--- config.mk ---
export PLATFORM = sky130hd
export DESIGN_NAME = lsdm_decode
export DESIGN_NICKNAME = d
export VERILOG_FILES = /design/src/lsdm_pkg.sv /design/src/lsdm_decode.sv
export SDC_FILE = /design/constraint.sdc
export NUM_CORES = 1
export LEC_CHECK = 0
export ABC_AREA = 1
export BUFFER_PORTS_ARGS = -buffer_cell sky130_fd_sc_hd__buf_4
export CORE_AREA = 2 2 61 106
export DETAILED_ROUTE_END_ITERATION = 10
export DIE_AREA = 0 0 63 108
export PLACE_DENSITY_LB_ADDON = 0.08
export SLEW_MARGIN = 10
export SYNTH_ARGS = -nofsm -noshare
export SYNTH_HDL_FRONTEND = slang
export SYNTH_SLANG_ARGS = --single-unit
--- constraint.sdc ---
create_clock -name vclk -period 3.4
set_input_delay 0 -clock vclk [all_inputs]
set_output_delay 0 -clock vclk [all_outputs]
set_load 0.05 [all_outputs]
--- src/lsdm_pkg.sv ---
`timescale 1ns / 1ps

package lsdm_pkg;

    // store geometry
    localparam int unsigned MEM_WORDS = 4096;
    localparam int unsigned WIDX_W    = $clog2(MEM_WORDS);
    localparam logic [29:0] WORD_LIMIT = 30'(MEM_WORDS);
    localparam logic [WIDX_W-1:0] LAST_WIDX = WIDX_W'(MEM_WORDS - 1);

    // access kinds
    localparam logic OP_LOAD  = 1'b0;
    localparam logic OP_STORE = 1'b1;

    // access size codes
    localparam logic [1:0] SZ_BYTE = 2'd0;
    localparam logic [1:0] SZ_HALF = 2'd1;
    localparam logic [1:0] SZ_WORD = 2'd2;
    localparam logic [1:0] SZ_RSVD = 2'd3;

    // lane masks and extension fills
    localparam logic [31:0] BYTE_MASK = 32'h0000_00FF;
    localparam logic [31:0] HALF_MASK = 32'h0000_FFFF;
    localparam logic [31:0] BYTE_FILL = 32'hFFFF_FF00;
    localparam logic [31:0] HALF_FILL = 32'hFFFF_0000;

    // request beat
    typedef struct packed {
        logic        op;
        logic [31:0] address;
        logic [1:0]  access_size;
        logic        sign_extend;
        logic [31:0] store_data;
    } t_in_beat;

    // response beat
    typedef struct packed {
        logic [31:0] read_data;
        logic        misaligned;
        logic        out_of_range;
    } t_out_beat;

    // decoded access control
    typedef struct packed {
        logic              bad;
        logic              mis;
        logic [WIDX_W-1:0] widx;
        logic [1:0]        lane;
    } t_acc_ctl;

endpackage

--- src/lsdm_decode.sv ---
`timescale 1ns / 1ps

module lsdm_decode
    import lsdm_pkg::*;
(
    input  t_in_beat    i_beat,
    input  logic [31:0] i_base,
    output t_acc_ctl    o_ctl
);

    logic [31:0] offset;
    logic        below;
    logic        beyond;
    logic        mis;

    // base subtraction and range checks
    assign offset = i_beat.address - i_base;
    assign below  = i_beat.address < i_base;
    assign beyond = offset[31:2] >= WORD_LIMIT;

    // alignment check on the wrapped offset
    always_comb begin
        unique case (i_beat.access_size)
            SZ_HALF: mis = offset[0];
            SZ_WORD: mis = |offset[1:0];
            default: mis = 1'b0;
        endcase
    end

    assign o_ctl.bad  = (i_beat.access_size == SZ_RSVD) || below || beyond;
    assign o_ctl.mis  = mis;
    assign o_ctl.widx = offset[WIDX_W+1:2];
    assign o_ctl.lane = offset[1:0];

endmodule

== Word level (Yosys, flattened, before mapping) ==
Cells that the tools add are included.

* Div/mod/pow operators: 0
* Eq/ne operators: 3
* $lt $le $gt $ge: 2
* Reduce and logical (&&, ||, !) cells: 3
* Shift operators: 0
* Mux-type cells: 1
* Bitwise logic cells: 0
* Multiply operators: 0
* $add $sub $neg: 1

{| class="wikitable"
|+ Operator list
! kind !! number
|-
| $lt A32 B32 Y1 || 1
|-
| $sub A32 B32 Y32 || 1
|-
| $ge A30 B13 Y1 const B || 1
|-
| $eq A2 B2 Y1 const B || 2
|-
| $eq A2 B1 Y1 const B || 1
|-
| $logic_or A1 B1 Y1 || 2
|-
| $pmux W1 S2 || 1
|-
| $reduce_or A2 Y1 || 1
|}

* Bits in registers: 0
* Memories kept: 0
* Output and inout bits: 16
* RAM bits: 0
* ROM bits: 0
* Latch bits: 0
* Input port bits: 100

== Longest topological paths before layout ==
* Word-level depth: 3
* Gate-level depth with buffers: 18

== Worst setup path before layout ==
Ideal clock, no wire load.

* Path type: in2out
* Start point: input port i_beat[35] (netlist bit)
* End point: output port o_ctl[15] (netlist bit)
* Cell stages on the path: 13
* Path buffers: 0
* Setup slack: 1,055 ps
* Arrival time: 2,345 ps
* Cells stage by stage: inv_1 > ha_1 > inv_1 > fa_1 > xor2_1 > or2_0 > nor2_1 > nand3_1 > nor2_1 > nand2_1 > nand2_1 > nor2_1 > nand3_1

{| class="wikitable"
|+ RTL lines
! element !! line !! RTL
|-
| start: declaration || lsdm_decode.sv:6 || <nowiki>input t_in_beat i_beat,</nowiki>
|-
| end: declaration || lsdm_decode.sv:8 || <nowiki>output t_acc_ctl o_ctl</nowiki>
|}

==> summary.md <==
| Metric | Value |
|---|---|
| Status | complete, no violations |
| Critical path origin | i_beat[35] |
| Net Count, Synth | approximately 750 |
| Detailed Route Iter0 Violations | 148 |
| Maximum vdd drop | 95.04 uV |
| Place WS | roughly 1100 ps |
| Seq Cell Count | 0 |
| Post-synthesis cell type count | 24 |
| Top cells by area, synth | nand2_1 32%, inv_1 21%, ha_1 15% |
| First-pass GRT wire length | between 10000 and 15000 um |
| Routability Congestion | between 0.9 and 1 |
| Post-Syn Area per Cell | approximately 4.7 um2 |
| Xor-xnor portion of the synthesized cell area | less than 1% |
| Core area | about 5900 um2 |
| Initial antenna violation count | 0 |
| Synth Area in Simple Gates | between 50% and 60% |
| Sequential share of the synthesized area | 0% |
| Slew margin rel. | 74.55% |
| Total grt overflow | 0 |
| Most common cell after layout, fill and taps aside | nand2_1 |
| Hold WC Path Type | input pin to primary output |
| FP Rows | 37 |
| DR vias | 3703 |
| Area of the mapped netlist | ~2900 um2 |
| P&R area growth vs syn | 24.46% |
| Critical Path RT | around 3400 ps |
| Fin. Hold Viols | 0 |
| Top-area cell type share of the netlist area | between 30% and 40% |
| HPWL Detailed | 8510 um |
| CTS hold repair buffers | 0 |
| Register area | 0 um2 |
| Most frequent CP cell | nand2_1 |
| Global-route usage over all layers | 27.33% |
| CTS resizes | 0 |
| Critical-path cell list | buf_4, inv_1, ha_1, inv_1, fa_1, nand2_1, nand2_1, nand3_1, nand2_1, nand2_1, nand2_1, nand2_1, nand2_1, nor2_1, nand2_1, nor2_1, nand2_1, nor2_1, nand3_1, buf_4 |
| Post-DRT Antenna Nets | 0 |
| Largest net degree at the start of global routing | 7 |
| DR pass1 iterations | 4 |
| CP max stage cell | fa_1 |
| Initial core utilization | between 40% and 50% |
| Proportion of synthesized area in mux cells | 0% |
| Vias/cell | a little under 5 |
| Share of cells above drive strength 1 | between 15 and 20% |
| Most frequent cells in the layout | 243 x nand2_1, 158 x inv_1, 82 x buf_4 |
| Final wirelength | 9171 um |
| Final number of max-transition violations | 0 |
| Yosys warns | 0 |
| Area fraction in compound gates after synthesis | under 10% |
| RSZ-0062 raised after global routing | false |
| Lkg Pwr | between 2 and 2.5 nW |
| Clkbuf count | 0 |
| Tcrit/Tclk final | approximately 69% |
| Die Wd | 63 um |
| Synth Area in Adders | ~16% |
| Crit path time final | ~2300 ps |
| Fillers | between 600 and 700 |
| DRC viols | 0 |
| ANT cells | 0 |
| Die Y | about 110 um |
| Buffers on Ports | between 80 and 90 |
| WP data arrival | between 2000 and 2500 ps |
| Slew @ Worst Pin | ~380 ps |
| Final setup vio count | 0 |
| Setup Fix Bufs, Post-CTS | 0 |
| IO Pins | ~120 |
| Hold path start | i_base[0] |
| Die area | a little under 7000 um2 |
| Drt wl/cell | between 10 and 15 um |
| Crit path kind | input pin to primary output |
| Post-layout net count | 830 |
| Min Hold Slack | 416.4 ps |
| Achievable frequency | about 430 MHz |
| Max FO, Critical Path | 4 |
| Slowest stage delay, CP | 440 ps |
| Post-Syn Instances | 611 |
| Pwr dens | 199.1 nW/um2 |
| Final setup slack of the worst path | ~1100 ps |
| Setup total negative slack | 0 ps |
| Vias in the first global route | between 3000 and 4000 |
| Cell taking the most area after synthesis | nand2_1 |
| Startpoint types | input pin |
| Max capacitance violation total | 0 |
| Largest family of logic cells by synthesized area | simple AND/OR/NAND/NOR gates |
| Worst Setup End Kind | primary output |
[layer usage]
metal / GRT usage (%) / up-vias / wire length (um)
met4: 20.79 / 0 / 811
met1: 22.11 / 1582 / 2979
li1: - / 1984 / -
met5: 0 / - / 0
met2: 59.04 / 97 / 5206
met3: 0.4162 / 40 / 174
[cell families after synthesis]
family,count (synthesis)
AND/OR/NAND/NOR,381
buffers and inverters,159
adder cells (fa/ha/maj),36
AO/OA/AOI/OAI,34
XOR/XNOR,1
[stage by stage]
stage / area [um2] / total power (W) / std cells / utilization (%)
CTS: 3591 / 0.0007154 / 770 / 61.08
global placement: 3591 / 0.0007025 / 770 / 61.08
floorplan: 2885 / 0.0004971 / 611 / -
detailed placement: 3591 / 0.0007130 / 770 / 61.08
global route: 3591 / 0.0007931 / 770 / 61.08
finish: 3591 / 0.0007148 / 770 / 61.08
[where the power goes]
group	total, W	switching, W	internal [W]
Clock	0	0	0
Combinational	0.000715	0.000464	0.000251
Sequential	0	0	0
Total	0.000715	0.000464	0.000251
[synthesized netlist by cell type]
cell / n
nand3_2: 4
nand3b_1: 5
nand4_1: 9
nor2_2: 5
nor3_1: 4
a31oi_1: 1
or2_0: 1
a21oi_2: 4
xor2_1: 1
o21bai_1: 3
inv_1: 158
o21ai_0: 5
fa_1: 1
or2_4: 1
nor2_4: 1
nand2_1: 243
nand3_1: 36
nor2_1: 54
a21oi_1: 19
a21o_1: 2
nand2_2: 16
ha_1: 35
and2_1: 2
buf_4: 1
[final cells by class]
cell class                 instances  area (um2)  area share (%)
multi-input combinational        452        2285           63.62
tap                               78       97.59           2.718
inverter                         158       593.1           16.52
timing repair buffer              82       615.6           17.14
[worst paths after layout]
check | endpoint | cells after the start
setup / recovery | o_ctl[15] | 20
hold / removal | o_ctl[0] | 4
[critical path: cells and delay by family]
kind	cells	cell delay, ps
simple gates	14	1320
fa+ha+maj	2	580
buf+inv	4	430
No activity file was read; power rests on OpenSTA's default activity.
