--- src/lsdm_ram.sv ---
`timescale 1ns / 1ps

module lsdm_ram #(
    parameter int unsigned WIDTH = 32,
    parameter int unsigned DEPTH = 16
) (
    input  logic                     i_clk,
    input  logic                     i_we,
    input  logic [$clog2(DEPTH)-1:0] i_waddr,
    input  logic [WIDTH-1:0]         i_wdata,
    input  logic                     i_re,
    input  logic [$clog2(DEPTH)-1:0] i_raddr,
    output logic [WIDTH-1:0]         o_rdata
);

    logic [WIDTH-1:0] r_mem [DEPTH];
    logic [WIDTH-1:0] r_rdata;

    // one write port, one registered read port, read returns old contents
    always_ff @(posedge i_clk) begin
        if (i_we) begin
            r_mem[i_waddr] <= i_wdata;
        end
        if (i_re) begin
            r_rdata <= r_mem[i_raddr];
        end
    end

    assign o_rdata = r_rdata;

endmodule

--- config.mk ---
export PLATFORM = sky130hd
export DESIGN_NAME = lsdm_ram
export DESIGN_NICKNAME = d
export VERILOG_FILES = /design/src/lsdm_ram.sv
export SDC_FILE = /design/constraint.sdc
export NUM_CORES = 1
export LEC_CHECK = 0
export ABC_AREA = 0
export BUFFER_PORTS_ARGS = -buffer_cell sky130_fd_sc_hd__buf_2
export CAP_MARGIN = 20
export CORE_MARGIN = 1.5
export CORE_UTILIZATION = 30
export DETAILED_ROUTE_END_ITERATION = 12
export GPL_TIMING_DRIVEN = 0
export PLACE_DENSITY = 0.43
export RECOVER_POWER = 100
export SYNTH_ARGS = -nofsm -noshare
export SYNTH_HDL_FRONTEND = slang
export SYNTH_SLANG_ARGS = --single-unit
--- constraint.sdc ---
create_clock -name i_clk -period 5.1 [get_ports i_clk]
set_input_delay 1.02 -clock i_clk [delete_from_list [all_inputs] [get_ports i_clk]]
set_output_delay 1.02 -clock i_clk [all_outputs]
set_load 0.03 [all_outputs]
Yosys cells after proc, flatten, opt, wreduce, memory -nomap -nowiden --
Memories as Yosys holds them, arrays and structs flattened. A register that Yosys moved wholly into a read port is not among the register bits. Index checks and enable logic that the tools add are counted. W data, S select, Z words.
Cells by class: add/sub/neg operators 0, $mul 0, divide/modulo/power cells 0, magnitude comparators 0, equality and inequality tests 0, shift operators 0, mux-type cells 2, bitwise logic cells 0, reductions and logical operators 0
Operators with widths (count):
- $mux W1 | 2
Word-level totals: register bits after elaboration 0, bits in latches 0, bits in writable memories 512, ROM bits 0, output and inout port bits 32, logic and storage cells 3, memories 1
Memory list:
- r_mem | words 16, width 32, rd ports 1, clocked after memory_dff 1, write ports 1, RTL line 16 | logic [WIDTH-1:0] r_mem [DEPTH];

Logic depth before layout (Yosys ltp) --
Gate-level depths: netlist of run 1.
word-level depth 2, depth in mapped cells 5, depth with buffers taken out 3

Worst setup path before layout of run 1 --
Ideal clock, no wire load.
path kind input to register, from input i_waddr[2], to memory r_mem[0][0], enable pin, library setup time 0.461 ns, arrival time 3.738 ns, path slack 0.900 ns, stages 2, path buffers 0, path through or3b_2 nor3_1
RTL lines:
- start: declaration | RTL line 9 | input logic [$clog2(DEPTH)-1:0] i_waddr,
- end: declaration | RTL line 16
Straight into the memory's write port.

Worst setup path in the final report of run 1 --
from input i_waddr[2], to memory r_mem[3][1], enable pin
Straight into the memory's write port.

==> results of run 1 <==
-- Yosys cell counts --
library cell / count
a22oi_1: 64
and2_1: 1
buf_1: 9
buf_2: 4
buf_4: 11
buf_6: 2
clkbuf_1: 17
edfxtp_1: 544
mux4_2: 128
nand2_1: 33
nand2b_1: 2
nand3_1: 1
nand3b_1: 2
nor2_1: 13
nor2b_1: 2
nor3_1: 4
or3b_2: 1
-- sequential cells by signal, indices dropped and copies added (netlist names) --
name and cells:
r_mem 512, o_rdata 32
-- report_power, final --
part           internal [W]  switching (W)  leakage, nW
clock network       0.00233        0.00170        0.874
logic              0.000170       0.000321         1.43
registers           0.00504      0.0000215         4.94
total               0.00754        0.00204         7.25
-- per-layer routing --
layer / vias to the layer above / wire (µm) / share of wire / track usage
met5: - / 0 / 0 / 0
met4: 0 / 819 / 0.017 / 0.03850
met3: 61 / 2064 / 0.042 / 0.02286
met2: 201 / 22180 / 0.45 / 0.2166
met1: 4955 / 23700 / 0.49 / 0.2164
li1: 3934 / - / - / -
-- final cells by class --
type                    count  area [µm²]
flip-flops and latches    544       16340
multi-input cells         251        3616
fillers                  6159       42600
well taps                 864        1081
plain buffers              43       220.2
repair buffers            105       576.8
clock inverters            31       285.3
clock buffers              72        1504
-- critical path, cell delays in order --
cell and delay [ns]:
clkbuf_1 0.11, or3b_2 0.53, nor2_1 1.96, buf_16 0.21
-- worst max-delay path by stage --
| stage | startpoint | end | cells past startpoint |
|---|---|---|---|
| floorplan | i_waddr[2] | r_mem[0][0] | 2 |
| global placement | i_we | r_mem[12][2] | 3 |
| detailed placement | i_raddr[1] | o_rdata[7] | 5 |
| CTS | i_raddr[1] | o_rdata[7] | 5 |
| global route | i_waddr[2] | r_mem[3][1] | 4 |
| finish | i_waddr[2] | r_mem[3][1] | 4 |
-- through the flow --
step | setup TNS, ns | power (W) | hold WS [ns]
global route | 0 | 0.009917 | 0.7886
finish | 0 | 0.009582 | 0.7568
CTS | 0 | 0.009739 | 0.7367
detailed placement | 0 | 0.005686 | 0.7474
floorplan | 0 | 0.005438 | 0.7103
global placement | -326.61 | 0.005661 | 0.7369
-- logic make-up (layout without fill, tap and decap cells) --
kind of cell / count (synthesis) / in the layout / share of synthesized area
DFF: 544 / 544 / 0.8097
muxes: 128 / 128 / 0.1429
AOI/OAI and AO/OA: 64 / 64 / 0.02382
and+or+nand+nor: 59 / 59 / 0.01253
buffers and inverters: 43 / 251 / 0.01104
-- cells in the final DEF, fill, tap and decap left out, types with 2 or more instances in the layout --
cell,instances
a22oi_1,64
buf_1,2
buf_12,8
buf_16,2
buf_2,6
buf_4,11
buf_6,2
bufinv_16,5
clkbuf_1,131
clkbuf_16,58
clkinv_1,13
clkinv_2,9
edfxtp_1,544
inv_6,2
mux4_2,128
nand2_1,33
nand2b_1,2
nand3b_1,2
nor2_1,13
nor2b_1,2
nor3_1,4
==> flow_summary.yaml, run 1 <==
outcome:
  run_status: "complete, but fails checks"
  violations: "capacitance limit, slew limit"
clock_network:
  clock_sinks: 544
  cts_resized: 0
  cts-root-buf: "clkbuf_16"
  clkLatencyLatePin_ns: 0.62
  clockBufferDepth: 3
  cts_hold_buf: 0
  h-tree-depth: 2
  cts_tree: "built"
  cts_setup_buffers: 0
  cts_buffers: 58
  clkTransAtPathRegs_ns: 0.06
logic_synthesis:
  synth_cells: 838
  synth_top_area_frac: 0.8097
  ys_seq_area_frac: 0.8097
  netlist_top_cells_area: "edfxtp_1 81%, mux4_2 14%, a22oi_1 2.4%, nand2_1 0.61%, buf_4 0.41%"
  syn_avg_cell_area_um2: 24.07
  ys_ff_latch: 544
  synth_cell_types: 17
  synth_fp_nets: 881
  yosys_warnings: 0
  synth_top_area_cell: "edfxtp_1"
  synthesis.area_mm2: 0.02017
detailed_routing:
  ant_nets: 0
  wirelength_um: 48770
  drt_pass1_iterations: 6
  drt-initial-drc-count: 662
  viasPerCell: 4.791
  route.detailed.drc: 0
  avgRoutedWirePerCell_um: 25.53
  num_vias: 9151
setup_path:
  required_ns: 5.40
  r2r-start: "r_mem[0][17]"
  critPathKind: "input port to flip-flop"
  path_max_fanout: 20
  worstReg2RegEnd: "o_rdata[17]"
  cp_data_arrival_time_ns: 3.85
  crit_path_end_kind: "flip-flop"
  r2r_slack_ns: 3.48
  start_kind: "input port"
  reg2regPathDepth: 3
timing:
  slew_headroom: -0.7732
  finalHoldViolations: 0
  fmax_ghz: 0.2820
  fin_crit_sh: 0.6954
  setup_ws_ns: 1.553
  finClkSkew_ns: 0.02625
  report.final.slew_viol_count: 156
  worst_slew_pin_slew_ns: 2.650
  rsz0062_at_grt: "no"
  period_needed_ns: 3.547
  setup_viol: 0
global_route:
  antenna_found_initial: 1
  grt_pass1_vias: 9835
  grt.total_usage: 0.1439
  grt_max_degree: 21
  grt_pass1_wl_um: 71210
  gr-total-overflow: 0
flow_run:
  drv_cap: 10
pwr:
  leakage_nw: 7.247
  power_density_mw_per_mm2: 405.7
  peakVddDrop_v: 0.0002416
die:
  ios: 75
  initial_core_util: 0.3047
  core_area_mm2: 0.06622
  chipWidth_um: 262.3
  dieHeight_um: 262.3
  dieArea_mm2: 0.06881
  row_count: 94
worst_hold_path:
  hold_class: "flip-flop to flip-flop"
  min_to: "o_rdata[11]"
  holdPathStages: 3
  holdCritStartpoint: "r_mem[15][11]"
place:
  dpl_worst_slack_ns: 1.872
  place_area_mm2: 0.02229
  place_inst: 1807
  place_congestion: 0.6728
  portBuffers: 72
  dp_hpwl_um: 30800
cells_and_area:
  drive_above_1_share: 0.2237
  diodes: 0
  layout.nets: 1046
  post-route-util: 0.3567
  final_area_mm2: 0.02362
  final_cells: 1910
  syn2layout_area_growth_pct: 17.07
(Power assumes the default switching activity.)
==> run 2, diff against run 1 <==
ABC_AREA = 1   (was 0)
PLACE_DENSITY = 0.44   (was 0.43)
clock period = 3.18 ns   (was 5.1 ns; I/O delays follow)
==> run 2 against run 1 <==
Final cell count up 75%. Register-to-register slack worse by 1.5 ns. Global-route usage up 3.3 points. The flow still finishes with violations (capacitance limit, slew limit). Critical path type unchanged.
==> flow_summary.yaml, run 2 <==
outcome:
  run_status: "complete, but fails checks"
  violations: "capacitance limit, slew limit"
cells_and_area:
  syn2layout_area_growth_pct: 17.23
  final_area_mm2: 0.02702
  final_common_cell: "nand2_1"
  top_register: "r_mem"
  post-route-util: 0.3558
  layout.nets: 2315
  mostFrequentLayoutCells: "677 x nand2_1, 544 x edfxtp_1, 388 x inv_1"
  diodes: 0
  drive_above_1_share: 0.08574
  largest_reg_flops: 512
die:
  row_count: 101
  ios: 75
  dieArea_mm2: 0.07851
  chipWidth_um: 280.2
  core_area_mm2: 0.07595
  dieHeight_um: 280.2
  initial_core_util: 0.3035
logic_synthesis:
  synth_ff_type: "edfxtp_1"
  synth_cell_types: 14
  synth.most_common_cell: "nand2_1"
  synth_top_family_by_area: "simple AND/OR/NAND/NOR gates"
  synth_fa_ha_area_frac: 0
  synthSimpleGateAreaFrac: 0.1973
  ys_seq_area_frac: 0.7087
  synth_edf_count: 544
  synth_compound_area_frac: 0
  synth_top_area_frac: 0.7087
  netlist_top_cells_area: "edfxtp_1 71%, nand2_1 11%, nand3_1 8.4%, inv_1 6.3%, buf_6 1.4%"
  synth_cells: 2120
  synth_top_area_cell: "edfxtp_1"
  ys_ff_latch: 544
  yosys_warnings: 0
  synthTopCellsByCount: "677 x nand2_1, 544 x edfxtp_1, 388 x inv_1"
  synth-xor-area-share: 0
  async_reset_ff_frac: 0
  yosys-mux-area-fraction: 0
  synthesis.area_mm2: 0.02305
  synth_fp_nets: 2163
  syn_avg_cell_area_um2: 10.87
detailed_routing:
  viasPerCell: 4.483
  num_vias: 15020
  route.detailed.drc: 0
  drt_pass1_iterations: 6
  ant_nets: 0
  avgRoutedWirePerCell_um: 20.71
  drt-initial-drc-count: 1205
  wirelength_um: 69390
worst_hold_path:
  hold_class: "input port to flip-flop"
  holdCritStartpoint: "i_wdata[3]"
pwr:
  leakage_nw: 11.12
  power_density_mw_per_mm2: 595.1
  peakVddDrop_v: 0.0004145
timing:
  finClkSkew_ns: 0.01549
  report.final.slew_viol_count: 68
  slew_headroom: -0.08312
  finalHoldViolations: 0
  setup_viol: 0
  fmax_ghz: 0.4085
  rsz0062_at_grt: "no"
  fin_crit_sh: 0.7697
  worst_slew_pin_slew_ns: 1.623
  period_needed_ns: 2.448
place:
  place_area_mm2: 0.02526
  place_congestion: 0.7579
  portBuffers: 72
  dp_hpwl_um: 44830
clock_network:
  cts-root-buf: "clkbuf_16"
  cts_buffers: 59
  cts_hold_buf: 0
  h-tree-depth: 2
  cts_tree: "built"
  cts_setup_buffers: 0
  clkLatencyLatePin_ns: 0.62
  clockBufferDepth: 3
  clkTransAtPathRegs_ns: 0.06
  clock_sinks: 544
  cts_resized: 0
setup_path:
  cp_data_arrival_time_ns: 2.81
  start_kind: "input port"
  reg2regPathDepth: 6
  required_ns: 3.55
  crit_path_end_kind: "flip-flop"
  worstReg2RegEnd: "o_rdata[17]"
  path_max_fanout: 10
  critPathKind: "input port to flip-flop"
  r2r_slack_ns: 1.96
  worstSetupStartpoint: "i_raddr[2]"
  r2r-start: "r_mem[7][17]"
  endpoint: "o_rdata[24]"
global_route:
  antenna_found_initial: 0
  grt_pass1_vias: 14140
  grt_pass1_wl_um: 98920
  gr-total-overflow: 0
  grt_max_degree: 23
  grt.total_usage: 0.1771
flow_run:
  drv_cap: 5
[run 2: routing by layer]
| layer | part of all wire | vias to the layer above | global-route usage |
|---|---|---|---|
| met5 | 0 | - | 0 |
| li1 | - | 7193 | - |
| met2 | 0.46 | 412 | 0.2855 |
| met3 | 0.055 | 106 | 0.02848 |
| met1 | 0.46 | 7312 | 0.2445 |
| met4 | 0.029 | 0 | 0.05419 |
[run 2: through the flow]
stage	hold WS, ns	setup WS [ns]	setup TNS, ns	instances	power (W)
floorplan	0.6829	0.5513	0	2120	0.008886
global placement	0.7308	-1.672	-704.13	3222	0.009400
detailed placement	0.7334	0.5782	0	3241	0.009444
CTS	0.3556	1.240	0	3351	0.01627
global route	0.5335	0.6334	0	3351	0.01661
finish	0.5251	0.7323	0	3351	0.01608
[run 2: critical path, stage by stage]
cell,delay [ns]
clkbuf_1,0.20
clkbuf_1,0.68
clkbuf_1,0.86
nand3_1,0.21
nand3_1,0.13
nand2_1,0.07
[run 2: kinds of logic after synthesis]
family	after synthesis
and+or+nand+nor	1081
DFF	544
buffers and inverters	495
[run 2: worst min-delay path by stage]
stage               slack [ns]  cells past startpoint           end
CTS                       0.36                      1  r_mem[8][16]
finish                    0.53                      1  r_mem[13][3]
global placement          0.73                      6   o_rdata[26]
detailed placement        0.73                      6   o_rdata[29]
floorplan                 0.68                      6    o_rdata[0]
global route              0.53                      1  r_mem[3][19]
[run 2: area by class of cell]
class,count,area [µm²]
plain buffers,105,700.7
clock buffers,69,1514
clock inverters,41,375.4
fillers,7484,48930
inverters,390,1466
multi-input cells,1081,4629
flip-flops and latches,544,16340
well taps,1030,1289
repair buffers,91,713.2
[run 2: where the power goes]
| group | switching, W | internal (W) | total, W |
|---|---|---|---|
| clock | 0.00287 | 0.00395 | 0.00683 |
| combinational | 0.000850 | 0.000287 | 0.00114 |
| sequential | 0.0000366 | 0.00808 | 0.00812 |
==> run 3, diff against run 2 <==
ABC_AREA = 0   (was 1)
clock period = 1.95 ns   (was 3.18 ns; I/O delays follow)
==> run 3 against run 2 <==
The flow now finishes without violations. Critical path depth down 1. Global-route usage down 3.6 points. Total power up 53%. Clock power up 48%. Die area down 12%. Final cell count down 43%.
==> flow_summary.yaml, run 3 (synthesized netlist as in run 1, its figures left out) <==
place:
  dp_hpwl_um: 29670
  portBuffers: 72
  place_congestion: 0.6794
  place_inst: 1795
setup_path:
  critPathSlowestCell: "clkbuf_1"
  crit_chain: "clkbuf_2, clkbuf_1, mux4_2, a22oi_1, nand2_1"
  cp_data_arrival_time_ns: 2.26
  reg2regPathDepth: 3
  required_ns: 2.28
  worstSetupStartpoint: "i_raddr[1]"
  start_kind: "input port"
  endpoint: "o_rdata[20]"
  crit_buf_inv: 2
  critPathKind: "input port to flip-flop"
  path_max_fanout: 10
  r2r_slack_ns: 0.36
  worstReg2RegEnd: "o_rdata[20]"
  slowest_delay_ns: 0.69
  r2r-start: "r_mem[3][20]"
  crit_path_end_kind: "flip-flop"
  critical_path_depth: 5
  critical_path.top_delay_family: "buffers and inverters"
clock_network:
  clockBufferDepth: 3
  clkTransAtPathRegs_ns: 0.06
  clkLatencyLatePin_ns: 0.60
  clock_sinks: 544
  cts_tree: "built"
  cts_resized: 0
  cts-root-buf: "clkbuf_16"
  cts_setup_buffers: 0
  h-tree-depth: 2
  cts_buffers: 58
  cts_hold_buf: 0
pwr:
  p_total_w: 0.02461
  power_density_mw_per_mm2: 1035
  peakVddDrop_v: 0.0005407
  leakage_nw: 7.308
die:
  dieArea_mm2: 0.06881
  ios: 75
  chipWidth_um: 262.3
  row_count: 94
  core_area_mm2: 0.06622
  dieHeight_um: 262.3
  initial_core_util: 0.3047
cells_and_area:
  multi_input_area_mm2: 0.003724
  final_cells: 1899
  mostFrequentLayoutCells: "544 x edfxtp_1, 128 x mux4_2, 109 x clkbuf_1"
  top_register: "r_mem"
  final_common_cell: "edfxtp_1"
  syn2layout_area_growth_pct: 17.87
  drive_above_1_share: 0.2522
  diodes: 0
  post-route-util: 0.3591
  seqCellArea_mm2: 0.01634
  fillers: 6103
  layout.nets: 1035
  largest_reg_flops: 512
detailed_routing:
  drt-initial-drc-count: 690
  ant_nets: 0
  drt_pass1_iterations: 5
  num_vias: 9152
  wirelength_um: 47680
  route.detailed.drc: 0
  avgRoutedWirePerCell_um: 25.11
  viasPerCell: 4.819
timing:
  period_needed_ns: 1.934
  fmax_ghz: 0.5170
  report.final.slew_viol_count: 0
  setup_viol: 0
  tns_ns: 0
  finClkSkew_ns: 0.01687
  holdWs_ns: 0.2917
  worst_slew_pin_slew_ns: 1.158
  rsz0062_at_grt: "no"
  fin_crit_sh: 0.9918
  slew_headroom: 0.2275
  finalHoldViolations: 0
global_route:
  grt_max_degree: 33
  gr-total-overflow: 0
  antenna_found_initial: 1
  grt.total_usage: 0.1414
  grt_pass1_vias: 9717
  grt_pass1_wl_um: 69920
worst_hold_path:
  hold_class: "input port to flip-flop"
flow_run:
  drv_cap: 0
outcome:
  run_status: "finished clean"
[run 3: area by class of cell]
type	instances	share of cell area
Sequential cell	544	0.6870
Clock buffer	79	0.06525
Clock inverter	24	0.006735
Multi-Input combinational cell	251	0.1566
Timing Repair Buffer	94	0.02957
Buffer	43	0.009419
Tap cell	864	0.04546
[run 3: where the power goes]
group / switching, W / total [W] / internal [W]
Combinational: 0.000843 / 0.00130 / 0.000457
Sequential: 0.0000570 / 0.0132 / 0.0132
Clock: 0.00430 / 0.0101 / 0.00577
[run 3: stage by stage]
stage | cell area [µm²] | setup slack [ns]
detailed placement | 22220 | -0.6488
global route | 23780 | 0.005576
CTS | 23940 | 0.003238
finish | 23780 | 0.01590
global placement | 21660 | -2.661
floorplan | 20220 | -0.4678
[run 3: how the worst min path moves through the flow]
stage | startpoint | end | slack, ns | cells after the start
final | i_wdata[15] | r_mem[0][15] | 0.29 | 1
after global routing | i_wdata[28] | r_mem[14][28] | 0.32 | 1
after CTS | i_wdata[13] | r_mem[10][13] | 0.13 | 1
after detailed placement | r_mem[14][7] | o_rdata[7] | 0.75 | 3
after global placement | r_mem[14][7] | o_rdata[7] | 0.73 | 3
after floorplan | i_wdata[0] | r_mem[0][0] | 0.49 | 0
[run 3: per-layer routing]
layer,GRT usage,vias to the layer above,wire length [µm]
met1,0.2103,4932,22690
met2,0.2166,242,21900
met4,0.03724,0,798
li1,-,3919,-
met5,0,-,0
met3,0.02183,59,2293
[run 3: worst reg2reg max path: cells and delay by family, from the launching register on]
kind,cells,cell delay [ns]
flops,1,0.36
mux,1,0.48
compound gates,1,0.31
simple gates,1,0.16
