--- src/lsdm_pkg.sv ---
`timescale 1ns / 1ps

package lsdm_pkg;

    // store geometry
    localparam int unsigned MEM_WORDS = 4096;
    localparam int unsigned WIDX_W    = $clog2(MEM_WORDS);
    localparam logic [29:0] WORD_LIMIT = 30'(MEM_WORDS);
    localparam logic [WIDX_W-1:0] LAST_WIDX = WIDX_W'(MEM_WORDS - 1);

    // access kinds
    localparam logic OP_LOAD  = 1'b0;
    localparam logic OP_STORE = 1'b1;

    // access size codes
    localparam logic [1:0] SZ_BYTE = 2'd0;
    localparam logic [1:0] SZ_HALF = 2'd1;
    localparam logic [1:0] SZ_WORD = 2'd2;
    localparam logic [1:0] SZ_RSVD = 2'd3;

    // lane masks and extension fills
    localparam logic [31:0] BYTE_MASK = 32'h0000_00FF;
    localparam logic [31:0] HALF_MASK = 32'h0000_FFFF;
    localparam logic [31:0] BYTE_FILL = 32'hFFFF_FF00;
    localparam logic [31:0] HALF_FILL = 32'hFFFF_0000;

    // request beat
    typedef struct packed {
        logic        op;
        logic [31:0] address;
        logic [1:0]  access_size;
        logic        sign_extend;
        logic [31:0] store_data;
    } t_in_beat;

    // response beat
    typedef struct packed {
        logic [31:0] read_data;
        logic        misaligned;
        logic        out_of_range;
    } t_out_beat;

    // decoded access control
    typedef struct packed {
        logic              bad;
        logic              mis;
        logic [WIDX_W-1:0] widx;
        logic [1:0]        lane;
    } t_acc_ctl;

endpackage

--- src/lsdm_lane.sv ---
`timescale 1ns / 1ps

module lsdm_lane
    import lsdm_pkg::*;
(
    input  logic [1:0]  i_size,
    input  logic        i_sext,
    input  logic [1:0]  i_lane,
    input  logic [31:0] i_wdata,
    input  logic [31:0] i_word,
    output logic [31:0] o_merged,
    output logic [31:0] o_loaded
);

    logic [4:0]  sh_byte;
    logic [4:0]  sh_half;
    logic [31:0] m_byte;
    logic [31:0] m_half;
    logic [31:0] v_byte;
    logic [31:0] v_half;

    // lane shifts: halfword ignores offset bit 0
    assign sh_byte = {i_lane, 3'b000};
    assign sh_half = {i_lane[1], 4'b0000};
    assign m_byte  = BYTE_MASK << sh_byte;
    assign m_half  = HALF_MASK << sh_half;

    // store merge into the addressed word
    always_comb begin
        unique case (i_size)
            SZ_BYTE: o_merged = (i_word & ~m_byte) | ((i_wdata << sh_byte) & m_byte);
            SZ_HALF: o_merged = (i_word & ~m_half) | ((i_wdata << sh_half) & m_half);
            default: o_merged = i_wdata;
        endcase
    end

    // load extract and extend
    assign v_byte = (i_word >> sh_byte) & BYTE_MASK;
    assign v_half = (i_word >> sh_half) & HALF_MASK;

    always_comb begin
        unique case (i_size)
            SZ_BYTE: o_loaded = (i_sext && v_byte[7])  ? (v_byte | BYTE_FILL) : v_byte;
            SZ_HALF: o_loaded = (i_sext && v_half[15]) ? (v_half | HALF_FILL) : v_half;
            default: o_loaded = i_word;
        endcase
    end

endmodule

--- config.mk ---
export PLATFORM = sky130hd
export DESIGN_NAME = lsdm_lane
export DESIGN_NICKNAME = d
export VERILOG_FILES = /design/src/lsdm_pkg.sv /design/src/lsdm_lane.sv
export SDC_FILE = /design/constraint.sdc
export NUM_CORES = 1
export LEC_CHECK = 0
export BUFFER_PORTS_ARGS = -buffer_cell sky130_fd_sc_hd__clkbuf_2
export CAP_MARGIN = 20
export CORE_ASPECT_RATIO = 0.8
export CORE_MARGIN = 2
export CORE_UTILIZATION = 39
export DETAILED_ROUTE_END_ITERATION = 10
export PLACE_DENSITY = 0.85
export SYNTH_ARGS = -nofsm -noshare
export SYNTH_HDL_FRONTEND = slang
export SYNTH_SLANG_ARGS = --single-unit
--- constraint.sdc ---
create_clock -name vclk -period 1.3
set_input_delay 0.065 -clock vclk [all_inputs]
set_output_delay 0.065 -clock vclk [all_outputs]
set_load 0.02 [all_outputs]
=== Word-level counts from Yosys, hierarchy flattened ===
Cells that the tools add are included.

* Bits of input ports: 69
* Register bits after elaboration: 0
* Logic and storage cells: 22
* Output and inout port bits: 64

* Reduce and logical (&&, ||, !) cells: 3
* Bitwise gates (word level): 8
* Shift-type cells: 6
* Multiplexer cells: 4
* Eq/ne operators: 1

{| class="wikitable"
|+ Operator list
! cell !! number
|-
| $and 32x32->32 || 4
|-
| $pmux 32 s2 || 2
|-
| $mux 32 || 2
|-
| $not 32->32 || 2
|-
| $or 32x32->32 || 2
|-
| $shl 32x5->32 || 2
|-
| $shl 16x5->32 const A || 1
|-
| $shl 8x5->32 const A || 1
|-
| $shr 32x5->16 || 1
|-
| $shr 32x5->8 || 1
|-
| $eq 2x1->1 const B || 1
|-
| $logic_and 1x1->1 || 2
|-
| $logic_not 2->1 || 1
|}

=== Logic depth before layout (Yosys ltp) ===
Gate-level depths: netlist of the first run.

* Depth after elaboration: 5
* Depth in mapped cells: 7
* Gate-level depth less buffers: 4

=== Worst setup path before layout of the first run ===
No wires, ideal clock.

* Path type: input port to output port
* Start: input port i_lane[1]
* End: output port o_merged[24]
* Setup slack: -0.063 ns
* Required time: 1.235 ns
* Arrival time: 1.298 ns
* Stages on the path: 6
* Cell sequence: buf_4 > buf_2 > buf_2 > nand2_1 > nor2_1 > o31ai_1

* Word-level cells in the longest chain between the ends: 5
* Elaborated cells between the ends (all ways): 13
* Those cells by class: shift (4); mux (1); bitwise (8)

{| class="wikitable"
|+ Ends and longest elaborated chain
! item !! line !! source
|-
| start: declaration || lsdm_lane.sv:8 || <nowiki>input logic [1:0] i_lane,</nowiki>
|-
| $shl 16x5->32 or $shl 8x5->32 (tied branches) || lsdm_lane.sv:26, lsdm_lane.sv:25 ||
|-
| $not 32->32 (on tied branches) || lsdm_lane.sv:32, lsdm_lane.sv:31 ||
|-
| $and 32x32->32 (on tied branches) || lsdm_lane.sv:32, lsdm_lane.sv:31 ||
|-
| $or 32x32->32 (on tied branches) || lsdm_lane.sv:32, lsdm_lane.sv:31 ||
|-
| $pmux 32 s2 * || lsdm_lane.sv:30 || <nowiki>unique case (i_size)</nowiki>
|-
| end: declaration || lsdm_lane.sv:11 || <nowiki>output logic [31:0] o_merged,</nowiki>
|}

Mark *: on every way between the ends. The rest lies on a longest branch, timed or not.

=== Worst setup path in the final report of the first run ===
* Start: input port i_lane[0]
* End: output port o_loaded[13]

* Word-level cells in the longest chain between the ends: 4

{| class="wikitable"
|+ Ends and longest elaborated chain
! item !! line !! source
|-
| $shr 32x5->8 || lsdm_lane.sv:38 || <nowiki>assign v_byte = (i_word >> sh_byte) & BYTE_MASK;</nowiki>
|-
| $logic_and 1x1->1 || lsdm_lane.sv:43 || <nowiki>SZ_BYTE: o_loaded = (i_sext && v_byte[7]) ? (v_byte | BYTE_FILL) : v_byte;</nowiki>
|-
| $mux 32 || lsdm_lane.sv:43 ||
|-
| $pmux 32 s2 || lsdm_lane.sv:42 || <nowiki>unique case (i_size)</nowiki>
|-
| end: declaration || lsdm_lane.sv:12 || <nowiki>output logic [31:0] o_loaded</nowiki>
|}

No other way between the ends.

==> results of run 1 <==
-- what timing repair did --
item,in CTS,in global routing
buffers inserted,3,0
setup endpoints to repair,42,55
resized for setup,29,88
pin swaps,1,20
-- stage by stage --
step           setup WS, ns  hold WS, ns  area [um^2]
2_1_floorplan       0.00862        0.275         1430
3_3_place_gp         -0.159        0.464         2350
5_1_grt             -0.0591        0.464         2700
4_1_cts            -0.00884        0.470         2510
3_5_place_dp         -0.204        0.467         2350
6_report            -0.0350        0.450         2700
-- worst paths after layout --
kind	from	end	depth (start not counted)
worst min-delay path	i_wdata[24]	o_merged[24]	4
worst max-delay path	i_lane[0]	o_loaded[13]	6
-- critical path, delay by kind of cell --
family	cells	cell delay, ns
and+or+nand+nor	2	0.42
AOI/OAI and AO/OA	1	0.21
buffers and inverters	2	0.28
muxes	1	0.30
-- final cells by class --
cell class	count	area (um^2)	area share, %
Tap cell	42	52.6	1.95
Timing Repair Buffer	178	1210	44.8
Inverter	12	47.5	1.76
Multi-Input combinational cell	197	1390	51.5
-- Yosys cell counts, types with 2 or more instances --
cell	instances
o21ai_0	22
o22a_2	7
mux2i_1	10
nand2_1	69
inv_1	11
clkbuf_1	6
o31ai_1	9
nor2_1	16
a21oi_1	3
o22a_1	9
mux2_2	9
buf_2	6
o22ai_1	6
nand2b_1	2
a31oi_1	5
nor3_1	5
buf_6	4
a222oi_1	8
-- power by group through the flow --
stage | combinational [mW] | sequential [mW] | clock [mW]
after floorplan | 0.667 | 0 | 0
after global placement | 1.12 | 0 | 0
after detailed placement | 1.13 | 0 | 0
after CTS | 1.20 | 0 | 0
after global routing | 1.40 | 0 | 0
final | 1.32 | 0 | 0
-- kinds of logic after synthesis --
family,share of synthesized area (%)
AOI/OAI and AO/OA,42.1
buffers and inverters,11.1
muxes,16.5
and+or+nand+nor,30.3
-- per-layer routing --
layer | GRT usage (%) | vias to the layer above | wire [um]
li1 | - | 1155 | -
met1 | 39.2 | 1138 | 2690
met2 | 54.0 | 179 | 3330
met3 | 2.12 | 14 | 731
met4 | 8.09 | 0 | 117
met5 | 0 | - | 0
==> results.yml, run 1 <==
run_status:
  outcome: "complete, but fails checks"
  violations: "setup timing"
pwr:
  ir_drop_uv: 279
  seq_power_share_pct: 0
  cellPowerDensity_nw_per_um2: 491
  power_mw: 1.32
  p_leak_nw: 1.50
  p_int_uw: 598
  p_sw_share_pct: 54.8
  p_sw_uw: 726
  pwr-share-comb_pct: 100.0
  p_clk_share_pct: 0
critical_path:
  cp_cell_sequence: "clkbuf_16 -> mux2_4 -> or3b_4 -> nand2_2 -> o22a_1 -> buf_6"
  cp_max_fo: 8
  worstSetupPathType: "in -> out"
  required_ns: 1.24
  cp_slowest_cell: "or3b_4"
  crit_arrival_ns: 1.27
  end_kind: "output port"
  critical_path.max_stage_delay_ns: 0.35
  critPathLaunchType: "input pin"
global_routing:
  first_global_vias: 2249
  track_usage_pct: 30.0
  grt_overflow_total: 0
  grt_start_max_net_pins: 24
  grt_pass1_wl_um: 10100
  antenna_found_initial: 0
finish:
  final_cell_mix: "clkbuf_2, nand2_1, buf_4"
  num-nets-final: 458
  nClkBuffers: 0
  seq_cell_count: 0
  diodes: 0
  area_delta_synth_final_pct: 95.2
  drive_gt1_share_pct: 59.4
  fillCellCount: 249
  stdcell_count: 429
  utilization_pct: 78.8
  final_common_cell: "clkbuf_2"
  regArea_um2: 0
die:
  ios: 133
  fp.dieH_um: 57.3
  start_util_pct: 40.4
  design.core.area_um2: 3420
  die_x_um: 70.6
  dieArea_um2: 4040
  fp-row-count: 19
logic_synthesis:
  yosys_warnings: 0
  synth.avg_cell_area_um2: 6.09
  synth_cell_type_count: 38
  yosys.area.top_type_share_pct: 18.7
  yosysTopAreaCell: "nand2_1"
  synth.area.top_cells: "nand2_1, o21ai_0, mux2_2"
  syn_nets: 296
  syn_area_um2: 1380
  seq_area_frac_synth_pct: 0
  netlist_instances: 227
worst_hold_path:
  holdCritPathClass: "in -> out"
timing:
  max_freq_mhz: 749
  layout_setup_ws_ns: -0.0350
  rsz0062_at_grt: "true"
  finalHoldViolCount: 0
  tns_ns: -0.0907
  period_minus_slack_ns: 1.33
  tightest_slew_ns: 0.322
  drv_slew: 0
  relSlewSlack_pct: 78.5
  period_share_pct: 103
  setup_viol: 5
placed_design:
  placedCellCount: 426
  hpwl_um: 5100
  gp_congestion: 0.903
  io_buffers: 133
route:
  wl_um: 6860
  num_vias: 2486
  vias_per_cell: 5.79
  drc: 0
  first_pass_iters: 5
  wl_per_cell_um: 16.0
  drtAntennaViolNets: 0
  drt_iter0_drc: 169
clock_tree:
  cts_hold_buf: 0
run:
  maxCapViolations: 0
No activity file was read; power rests on OpenSTA's default activity.
==> inputs of run 2 (changes only) <==
--- a/config.mk
+++ b/config.mk
@@ -5,7 +5,7 @@
 export SDC_FILE = /design/constraint.sdc
 export NUM_CORES = 1
 export LEC_CHECK = 0
-export BUFFER_PORTS_ARGS = -buffer_cell sky130_fd_sc_hd__clkbuf_2
+export BUFFER_PORTS_ARGS = -buffer_cell sky130_fd_sc_hd__buf_4
 export CAP_MARGIN = 20
 export CORE_ASPECT_RATIO = 0.8
 export CORE_MARGIN = 2
==> run 2 against run 1 <==
The run still ends with setup timing left. Highest routed layer unchanged. Worst setup slack better by 0.022 ns. Clock-buffer cell count unchanged. First-iteration DRC count down 5.9%.
==> results.yml, run 2 (same netlist as run 1, synthesis figures left out) <==
run_status:
  outcome: "complete, but fails checks"
  violations: "setup timing"
finish:
  area_delta_synth_final_pct: 107
  fin_area_um2: 2860
  regArea_um2: 0
  nClkBuffers: 0
  final_common_cell: "buf_4"
  diodes: 0
  num-nets-final: 452
  stdcell_count: 423
  final_cell_mix: "buf_4, nand2_1, o21ai_0"
  drive_gt1_share_pct: 57.7
  seq_cell_count: 0
route:
  num_vias: 2456
  drc: 0
  wl_um: 7070
  first_pass_iters: 5
  drt_iter0_drc: 159
  drtAntennaViolNets: 0
  vias_per_cell: 5.81
  wl_per_cell_um: 16.7
worst_hold_path:
  holdCritPathClass: "in -> out"
  hold_depth: 4
  min_from: "i_wdata[29]"
  min_to: "o_merged[29]"
placed_design:
  placedCellCount: 421
  place_area_um2: 2660
  gp_congestion: 0.933
  io_buffers: 133
  hpwl_um: 5370
critical_path:
  cp_slowest_cell: "or3b_4"
  crit_family: "simple AND/OR/NAND/NOR gates"
  critical_path.max_stage_delay_ns: 0.34
  critPathBufInv: 2
  crit_arrival_ns: 1.25
  critPathLaunchType: "input pin"
  cp_max_fo: 8
  required_ns: 1.24
  worstSetupPathType: "in -> out"
  end_kind: "output port"
  cp_cell_sequence: "buf_12 -> mux2_4 -> or3b_4 -> nand2_1 -> o22a_2 -> buf_4"
timing:
  period_share_pct: 101
  rsz0062_at_grt: "true"
  drv_slew: 0
  period_minus_slack_ns: 1.31
  relSlewSlack_pct: 79.5
  tns_ns: -0.0368
  setup_viol: 4
  layout_setup_ws_ns: -0.0131
  tightest_slew_ns: 0.308
  finalHoldViolCount: 0
  max_freq_mhz: 762
global_routing:
  grt-busiest-layer: "met2"
  antenna_found_initial: 0
  grt_start_max_net_pins: 23
  use_met2_pct: 57.3
  track_usage_pct: 30.8
  grt_overflow_total: 0
  grt_pass1_wl_um: 10400
  met3_usage_pct: 2.83
  grtUsageMet1_pct: 39.4
  first_global_vias: 2264
pwr:
  ir_drop_uv: 291
  p_leak_nw: 1.51
  cellPowerDensity_nw_per_um2: 492
  power_mw: 1.41
die:
  design.core.area_um2: 3420
  die_x_um: 70.6
  dieArea_um2: 4040
  start_util_pct: 40.4
  fp.dieH_um: 57.3
  ios: 133
  fp-row-count: 19
clock_tree:
  cts_hold_buf: 0
run:
  maxCapViolations: 0
## run 2: layout make-up
| cell class | instances | area, um^2 |
|---|---|---|
| Multi-Input combinational cell | 197 | 1340 |
| Inverter | 12 | 48.8 |
| Timing Repair Buffer | 172 | 1410 |
| Tap cell | 42 | 52.6 |
| Fill cell | 232 | 568 |
## run 2: metrics by stage
stage	hold WS [ns]	setup WS, ns	utilization [%]
global route	0.457	-0.0438	83.4
finish	0.439	-0.0131	83.4
CTS	0.439	-0.00147	78.5
detailed placement	0.438	-0.187	77.7
floorplan	0.275	0.00862	-
global placement	0.439	-0.126	77.7
## run 2: worst max-delay path by stage
| stage | from | endpoint | slack [ns] | cells past startpoint |
|---|---|---|---|---|
| 3_3_place_gp | i_lane[0] | o_loaded[10] | -0.13 | 6 |
| 5_1_grt | i_lane[1] | o_merged[0] | -0.04 | 6 |
| 6_report | i_lane[0] | o_loaded[10] | -0.01 | 6 |
| 2_1_floorplan | i_size[0] | o_merged[5] | 0.009 | 6 |
| 3_5_place_dp | i_lane[0] | o_loaded[9] | -0.19 | 6 |
| 4_1_cts | i_lane[0] | o_loaded[11] | -0.001 | 6 |
## run 2: power breakdown
group | internal, mW | total (mW) | switching, mW
Sequential | 0 | 0 | 0
Combinational | 0.687 | 1.41 | 0.718
Clock | 0 | 0 | 0
Total | 0.687 | 1.41 | 0.718
## run 2: layer usage
metal	vias up	routed length (um)
met5	-	0
met4	0	91
met3	12	642
met2	170	3500
met1	1127	2840
li1	1147	-
## run 2: repair_timing
item | 4_1_cts | 5_1_grt
buffers inserted | 0 | 1
endpoints found under the setup margin | 8 | 54
resized for setup | 7 | 37
cloned | 0 | 1
pin swaps | 0 | 14
==> inputs of run 3 (changes only) <==
--- a/config.mk
+++ b/config.mk
@@ -8,7 +8,6 @@
 export BUFFER_PORTS_ARGS = -buffer_cell sky130_fd_sc_hd__buf_4
 export CAP_MARGIN = 20
 export CORE_ASPECT_RATIO = 0.8
-export CORE_MARGIN = 2
 export CORE_UTILIZATION = 39
 export DETAILED_ROUTE_END_ITERATION = 10
 export PLACE_DENSITY = 0.85
==> run 3 against run 2 <==
The run still ends with setup timing left. First-iteration DRC count is 150% higher. Combinational power is 4% higher. Fmax is 8.1% lower. Core utilization is 6.7 points higher. Global-route usage is 1.2 points higher. Routed wire length is 13% higher. Critical path type unchanged. Critical endpoint is now o_loaded[15]. Largest power group unchanged. Highest routed layer unchanged.
==> results.yml, run 3 (same netlist as run 1, synthesis figures left out) <==
route:
  num_vias: 2620
  drtAntennaViolNets: 0
  drt_iter0_drc: 396
  wl_um: 7960
  first_pass_iters: 6
  vias_per_cell: 6.25
  wl_per_cell_um: 19.0
  drc: 0
finish:
  diodes: 0
  stdcell_count: 419
  nClkBuffers: 0
  regArea_um2: 0
  fillCellCount: 152
  final_cell_mix: "buf_4, nand2_1, buf_6"
  drive_gt1_share_pct: 59.6
  utilization_pct: 90.1
  final_common_cell: "buf_4"
  num-nets-final: 450
  area_delta_synth_final_pct: 110
  seq_cell_count: 0
worst_hold_path:
  hold_depth: 4
  min_from: "i_wdata[27]"
  min_to: "o_merged[27]"
  holdCritPathClass: "in -> out"
timing:
  relSlewSlack_pct: 72.5
  period_minus_slack_ns: 1.43
  layout_setup_ws_ns: -0.129
  max_freq_mhz: 700
  setup_viol: 13
  tns_ns: -0.779
  rsz0062_at_grt: "true"
  finalHoldViolCount: 0
  drv_slew: 0
  period_share_pct: 110
  tightest_slew_ns: 0.412
  hold_slack_ns: 0.443
run_status:
  violations: "setup timing"
  outcome: "complete, but fails checks"
die:
  dieArea_um2: 3790
  die_x_um: 68.6
  fp-row-count: 18
  design.core.area_um2: 3220
  ios: 133
  start_util_pct: 42.9
  fp.dieH_um: 55.3
run:
  maxCapViolations: 0
critical_path:
  cp_max_fo: 6
  critPathLaunchType: "input pin"
  worstSetupPathType: "in -> out"
  cp_cell_sequence: "buf_4 -> nand2b_1 -> or3_4 -> buf_6 -> a32oi_2 -> buf_4"
  end_kind: "output port"
  crit_start: "i_size[0]"
  required_ns: 1.24
  crit_top_cell: "buf_4"
  crit_arrival_ns: 1.36
  critical_path.max_stage_delay_ns: 0.44
  cp_slowest_cell: "or3_4"
clock_tree:
  cts_hold_buf: 0
placed_design:
  placedCellCount: 415
  gp_congestion: 0.866
  dp_slack_ns: -0.147
  io_buffers: 133
  hpwl_um: 5070
global_routing:
  grt_pass1_wl_um: 9630
  track_usage_pct: 32.0
  grt_start_max_net_pins: 22
  grt_overflow_total: 0
  first_global_vias: 2131
  antenna_found_initial: 0
pwr:
  p_leak_nw: 1.51
  ir_drop_uv: 333
  cellPowerDensity_nw_per_um2: 504
run 3: metal layers:
layer / track usage (%) / up-vias / share of wire (%)
li1: - / 1141 / -
met1: 40.5 / 1169 / 35
met2: 57.1 / 272 / 47
met3: 3.31 / 38 / 13
met4: 5.65 / 0 / 4.1
met5: 0 / - / 0
run 3: per-stage QoR:
stage,power (mW),area (um^2)
floorplan,0.667,1430
finish,1.46,2900
global placement,1.28,2640
global route,1.53,2900
detailed placement,1.29,2640
CTS,1.33,2720
run 3: final cells by class:
type | count | area, um^2 | share of cell area, %
tap | 40 | 50.0 | 1.72
timing repair buffer | 170 | 1430 | 49.1
multi-input combinational | 197 | 1380 | 47.6
inverter | 12 | 45.0 | 1.55
run 3: power by group:
| part | internal (mW) | switching [mW] |
|---|---|---|
| combinational | 0.700 | 0.763 |
| sequential | 0 | 0 |
| clock | 0 | 0 |
| total | 0.700 | 0.763 |
run 3: how the worst max path moves through the flow:
stage	to	slack [ns]	cells past startpoint
final	o_loaded[15]	-0.13	6
after global routing	o_loaded[15]	-0.16	6
after CTS	o_loaded[15]	-0.07	7
after detailed placement	o_loaded[14]	-0.15	6
after global placement	o_loaded[14]	-0.08	6
after floorplan	o_merged[5]	0.009	6
run 3: worst max-delay path, delay by kind of cell:
kind	cells	cell delay (ns)
buffers and inverters	3	0.47
and+or+nand+nor	2	0.65
AOI/OAI and AO/OA	1	0.18
run 3: timing repair:
action                                  in CTS  in global routing
endpoints found under the setup margin      43                 48
cloned                                       0                  1
pin swaps                                    4                 10
setup buffers                                0                  3
resized for setup                           23                 34
hold endpoints to repair                     0                  0
